File: config.mk
export PLATFORM = sky130hd
export DESIGN_NAME = nca_seq
export DESIGN_NICKNAME = d
export VERILOG_FILES = /design/src/rtl/nca_pkg.sv /design/src/rtl/nca_seq.sv
export SDC_FILE = /design/constraint.sdc
export NUM_CORES = 1
export LEC_CHECK = 0
export BUFFER_PORTS_ARGS = -buffer_cell sky130_fd_sc_hd__buf_2
export CORE_AREA = 2 2 39 41
export CTS_BUF_LIST = sky130_fd_sc_hd__clkbuf_16
export CTS_CLUSTER_SIZE = 24
export DETAILED_ROUTE_END_ITERATION = 7
export DIE_AREA = 0 0 41 43
export PLACE_DENSITY = 0.52
export SLEW_MARGIN = 15
export SYNTH_ARGS = -nofsm -noshare
export SYNTH_HDL_FRONTEND = slang
export SYNTH_SLANG_ARGS = --single-unit
File: constraint.sdc
create_clock -name clk -period 4.1 [get_ports clk]
set_input_delay 0.205 -clock clk [delete_from_list [all_inputs] [get_ports clk]]
set_output_delay 0.205 -clock clk [all_outputs]
set_load 0.02 [all_outputs]
File: src/rtl/nca_pkg.sv
// Shared types, constants and the control program of the nearest-centre assign unit.
package nca_pkg;

  localparam int NUM_CENTERS_DEF = 1024;
  localparam int DIMENSIONS_DEF  = 128;

  localparam int MODE_W   = 1;
  localparam int IN_CIDX_W = 10;
  localparam int COMP_W   = 7;
  localparam int CVAL_W   = 16;
  localparam int DVAL_W   = 8;
  localparam int ACT_W    = 11;
  localparam int BEST_W   = 10;
  localparam int DIST_W   = 39;
  localparam int SQ_W     = 32;

  localparam logic [ACT_W-1:0] ACTIVE_RESET = 11'd1000;
  localparam logic [MODE_W-1:0] MODE_LOAD  = 1'b0;
  localparam logic [MODE_W-1:0] MODE_QUERY = 1'b1;

  localparam int STEP_W = 3;
  typedef logic [STEP_W-1:0] step_t;

  localparam step_t S_IDLE  = 3'd0;
  localparam step_t S_INIT  = 3'd1;
  localparam step_t S_ISSUE = 3'd2;
  localparam step_t S_DRN0  = 3'd3;
  localparam step_t S_DRN1  = 3'd4;
  localparam step_t S_CMP   = 3'd5;
  localparam step_t S_EMIT  = 3'd6;
  localparam step_t S_BACK  = 3'd7;

  typedef enum logic [2:0] {
    C_NEXT       = 3'd0,
    C_ALWAYS     = 3'd1,
    C_WAIT_START = 3'd2,
    C_D_MORE     = 3'd3,
    C_C_MORE     = 3'd4,
    C_OUT_BUSY   = 3'd5
  } cond_code_t;

  typedef struct packed {
    logic accept;
    logic init;
    logic issue;
    logic cmp;
    logic emit;
  } ctrl_t;

  typedef struct packed {
    logic start;
    logic d_more;
    logic c_more;
    logic out_busy;
  } seq_cond_t;

  typedef struct packed {
    ctrl_t      ctrl;
    cond_code_t cond;
    step_t      target;
  } ucode_t;

  function automatic ucode_t ucode_rom(input step_t s);
    ucode_t w;
    w = '{ctrl: '0, cond: C_NEXT, target: S_IDLE};
    case (s)
      S_IDLE: begin
        w.ctrl.accept = 1'b1;
        w.cond        = C_WAIT_START;
        w.target      = S_IDLE;
      end
      S_INIT: begin
        w.ctrl.init = 1'b1;
      end
      S_ISSUE: begin
        w.ctrl.issue = 1'b1;
        w.cond       = C_D_MORE;
        w.target     = S_ISSUE;
      end
      S_DRN0: begin
      end
      S_DRN1: begin
      end
      S_CMP: begin
        w.ctrl.cmp = 1'b1;
        w.cond     = C_C_MORE;
        w.target   = S_ISSUE;
      end
      S_EMIT: begin
        w.ctrl.emit = 1'b1;
        w.cond      = C_OUT_BUSY;
        w.target    = S_EMIT;
      end
      S_BACK: begin
        w.cond   = C_ALWAYS;
        w.target = S_IDLE;
      end
      default: begin
        w.cond   = C_ALWAYS;
        w.target = S_IDLE;
      end
    endcase
    return w;
  endfunction

endpackage

File: src/rtl/nca_seq.sv
// Microcode sequencer: step counter, control ROM and conditional jumps.
module nca_seq (
  input  logic               clk,
  input  logic               rst_n,
  input  nca_pkg::seq_cond_t cond,
  output nca_pkg::ctrl_t     ctrl
);
  import nca_pkg::*;

  step_t  step_r, step_nxt;
  ucode_t uw;
  logic   jump;

  assign uw   = ucode_rom(step_r);
  assign ctrl = uw.ctrl;

  always_comb begin
    case (uw.cond)
      C_NEXT:       jump = 1'b0;
      C_ALWAYS:     jump = 1'b1;
      C_WAIT_START: jump = !cond.start;
      C_D_MORE:     jump = cond.d_more;
      C_C_MORE:     jump = cond.c_more;
      C_OUT_BUSY:   jump = cond.out_busy;
      default:      jump = 1'b1;
    endcase
    step_nxt = jump ? uw.target : step_t'(step_r + 1'b1);
  end

  always_ff @(posedge clk) begin
    if (!rst_n) begin
      step_r <= S_IDLE;
    end else begin
      step_r <= step_nxt;
    end
  end

endmodule

After elaboration in Yosys (flattened, before gate mapping)
Index checks and enable logic that the tools add are counted.
- word-level logic and storage cells: 22
- register bits after elaboration: 3
- input bits: 6
- muxes and demuxes: 8
- add/subtract/negate cells: 1
- reduce and logical (&&, ||, !) cells: 3
- eq/ne operators: 9
- operator list (operator ; number):
    $pmux 6 s5 ; 1
    $eq 3x3->1 const B ; 5
    $eq 3x2->1 const B ; 3
    $logic_not 3->1 ; 2
    $mux 1 ; 5
    $pmux 1 s5 ; 1
    $add 3x1->3 const B ; 1
    $eq 3x1->1 const B ; 1
    $mux 3 ; 1
    $logic_not 1->1 ; 1

Depth between registers and ports, before layout
- depth after elaboration: 5
- mapped depth: 6
- gate-level depth less buffers: 6

Least setup slack after synthesis
No wires, ideal clock.
- path type: register to register
- start point: reg step_r[1]
- end point: reg step_r[1]
- path buffers: 0
- required time: 4.028 ns
- setup slack: 2.636 ns
- arrival: 1.392 ns
- setup time: 0.072 ns
- cell stages (with the launch flop): 6
- path through: dfxtp_1 > inv_1 > ha_1 > nor2b_1 > o221ai_1 > mux2i_1
- cells in the longest elaborated chain, start to end: 5
- elaborated cells between the ends (all ways): 14
- classes of those cells: add/sub (1); eq/ne (8); mux (3); reduce/logical (2)
- RTL lines (item ; line ; source):
    start, declared ; nca_seq.sv:10 ; step_t step_r, step_nxt;
    start signal, assigned ; nca_seq.sv:34 ; step_r <= step_nxt;
    $eq 3x3->1, or another cell as far along ; nca_pkg.sv:66 ; case (s)
    $pmux 6 s5 ; nca_pkg.sv:66 ;
    $eq 3x3->1, or another cell as far along ; nca_seq.sv:18 ; case (uw.cond)
    $pmux 1 s5 ; nca_seq.sv:18 ;
    $mux 3 * ; nca_seq.sv:27 ; step_nxt = jump ? uw.target : step_t'(step_r + 1'b1);
Mark *: on every way between the ends. The rest lies on a longest branch, timed or not.
A chain may end at the register's enable or synchronous reset.

==> flow_metrics.py <==
metrics = {
    "timing": {
        "period_needed_ns": 1.655,
        "worstMarginPinSlew_ns": 0.3542,
        "finalMaxSlewViolations": 0,
        "setup_tns_ns": 0,
        "setup_viol": 0,
        "max_freq_ghz": 0.6044,
        "relSlewSlack": 0.7636,
        "setup_slack_ns": 2.445,
        "final.period_utilization": 0.4036,
        "finClkSkew_ns": 0.0006998,
        "hold_slack_ns": 0.2983,
        "hold_viol": 0,
        "rsz0062_at_grt": "false",
    },
    "routing": {
        "met2_length_um": 325,
        "via_per_inst": 4.766,
        "top_layer": "met4",
        "initialDrtViolationCount": 4,
        "wl_met1_um": 311,
        "met3_length_um": 49,
        "vias": 305,
        "wire_per_inst_um": 11.36,
        "ant_nets": 0,
        "drt_first_pass_iters": 2,
        "drc": 0,
        "wirelength_um": 727,
    },
    "layout": {
        "final_cell_area_um2": 478.0,
        "top_regs": "step_r (3)",
        "area_growth_pct": 43.07,
        "fin_util": 0.3454,
        "largest_reg_flops": 3,
        "final_nets": 59,
        "n_antenna_cell": 0,
        "largest-register": "step_r",
        "layout-drive-gt1-share": 0.4167,
    },
    "cts": {
        "max-clock-path-buffers": 2,
        "ctsResizeCount": 0,
        "cts_num_sinks": 3,
        "hold_buffers": 0,
        "clk_pin_slew_worst_paths_ns": 0.03,
        "clk_latency_ns": 0.23,
        "root_buffer": "clkbuf_16",
        "cts_tree": "done",
        "numCtsBuffers": 3,
        "postCtsSetupBuffers": 0,
        "htreeDepth": 1,
    },
    "power": {
        "p_int_w": 0.0002189,
        "p_comb_frac": 0.398,
        "seqPwrFrac": 0.135,
        "p_sw_frac": 0.3386,
        "p_leak_nw": 0.2164,
        "ir_drop_mv": 0.2083,
        "power_density_nw_per_um2": 692.6,
        "clkPwrFrac": 0.466,
        "p_switching_w": 0.0001121,
    },
    "grt": {
        "grt-ovfl-total": 0,
        "track_usage": 0.1204,
        "grt_max_degree": 11,
        "grt_pass1_vias": 284,
        "grt_pass1_wl_mm": 1.269,
        "antenna_found_initial": 0,
    },
    "logic_synthesis": {
        "netlist.top_cell.by_area": "dfxtp_1",
        "postSynth.asyncResetShare": 0,
        "yosysTopAreaCellShare": 0.1798,
        "ys_warn_count": 0,
        "synth_nets": 45,
        "postSynthAreaPerCell_um2": 9.545,
        "synthTopCellsByArea": "dfxtp_1, ha_1, o2bb2ai_4, a22oi_4, o211ai_4",
        "netlist_instances": 35,
        "netlist_area_um2": 334.1,
        "synth_seq_cells": 3,
        "synth_edf_count": 0,
        "seq_area_frac_synth": 0.1798,
        "synth.distinct_cells": 23,
        "synth_commonest_cells": "ha_1, nand2_1, dfxtp_1",
        "ys.flop_type": "dfxtp_1",
    },
    "critical_path": {
        "arrival_ns": 1.45,
        "required_ns": 3.89,
        "endpoint_kind": "output pin",
        "crit_start": "step_r[0]$_SDFF_PP0_",
        "cp-start-kind": "flop",
        "path_max_fanout": 7,
        "timing.rr.start": "step_r[0]$_SDFF_PP0_",
        "crit_type": "reg2out",
    },
    "floorplanning": {
        "num_rows": 14,
        "initial_core_util": 0.2414,
        "pin_count": 11,
        "dieArea_um2": 1763,
        "die_y_um": 43,
        "chipWidth_um": 41,
        "coreArea_um2": 1384,
    },
    "min_path": {
        "hp-start": "rst_n",
        "min-delay-path-class": "in2reg",
    },
    "place": {
        "placed_cell_area_um2": 399.1,
        "hpwlAfterDp_um": 552.4,
        "place_ws_ns": 2.471,
        "numPortBuffers": 10,
        "gp_congestion": 0.7309,
    },
    "status": {
        "status": "complete, no violations",
    },
    "run": {
        "max_cap_viol_count": 0,
    },
}
==> power groups by stage <==
stage	Clock [W]	Sequential, W	Combinational (W)
after floorplan	0	0.0000419	0.000109
after global placement	0	0.0000453	0.000132
after detailed placement	0	0.0000452	0.000133
after CTS	0.000156	0.0000448	0.000133
after global routing	0.000160	0.0000462	0.000144
final	0.000154	0.0000447	0.000132
==> logic make-up after synthesis <==
logic type,synth area share
buf+inv,0.04867
flops,0.1798
fa+ha+maj,0.1498
compound gates,0.3371
mux,0.02996
simple gates,0.2547
==> metrics by stage <==
| step | total power [W] | std cells |
|---|---|---|
| after floorplan | 0.0001506 | 35 |
| after global placement | 0.0001776 | 60 |
| after detailed placement | 0.0001778 | 60 |
| after CTS | 0.0003343 | 64 |
| after global routing | 0.0003501 | 64 |
| final | 0.0003310 | 64 |
==> placed cells by master (no fill, tap or decap), types with 2 or more instances in the layout <==
master | Yosys | final
buf_2 | 1 | 10
clkbuf_16 | 0 | 3
dfxtp_1 | 3 | 3
ha_1 | 4 | 4
inv_1 | 2 | 3
nand2_1 | 4 | 4
nand4b_1 | 2 | 2
nor2_1 | 2 | 2
nor2b_1 | 2 | 2
==> critical path, cell delays in order (launching register included) <==
cell     delay (ns)
dfxtp_1        0.45
inv_2          0.10
ha_1           0.30
and2_2         0.21
buf_2          0.15
==> per-layer routing <==
layer  track usage  up-vias
met4        0.1400        0
li1              -      151
met3       0.04712        4
met1        0.1538      139
met2        0.1313       11
met5             0        -
==> final timing paths <==
check,cells after the start,slack (ns),end
min reg2reg,1,0.58,step_r[0]$_SDFF_PP0_
max,4,2.45,ctrl[0]
min,3,0.30,step_r[2]$_SDFF_PN0_
max reg2reg,6,2.46,step_r[1]$_SDFF_PN0_
==> layout make-up <==
cell class | count | area (um2)
fill | 166 | 905.9
inverter | 3 | 11.26
clock buffer | 3 | 75.07
tap | 16 | 20.02
clock inverter | 1 | 3.754
sequential | 3 | 60.06
timing repair buffer | 10 | 50.05
multi-input combinational | 28 | 257.7
No activity file was read; power rests on OpenSTA's default activity.
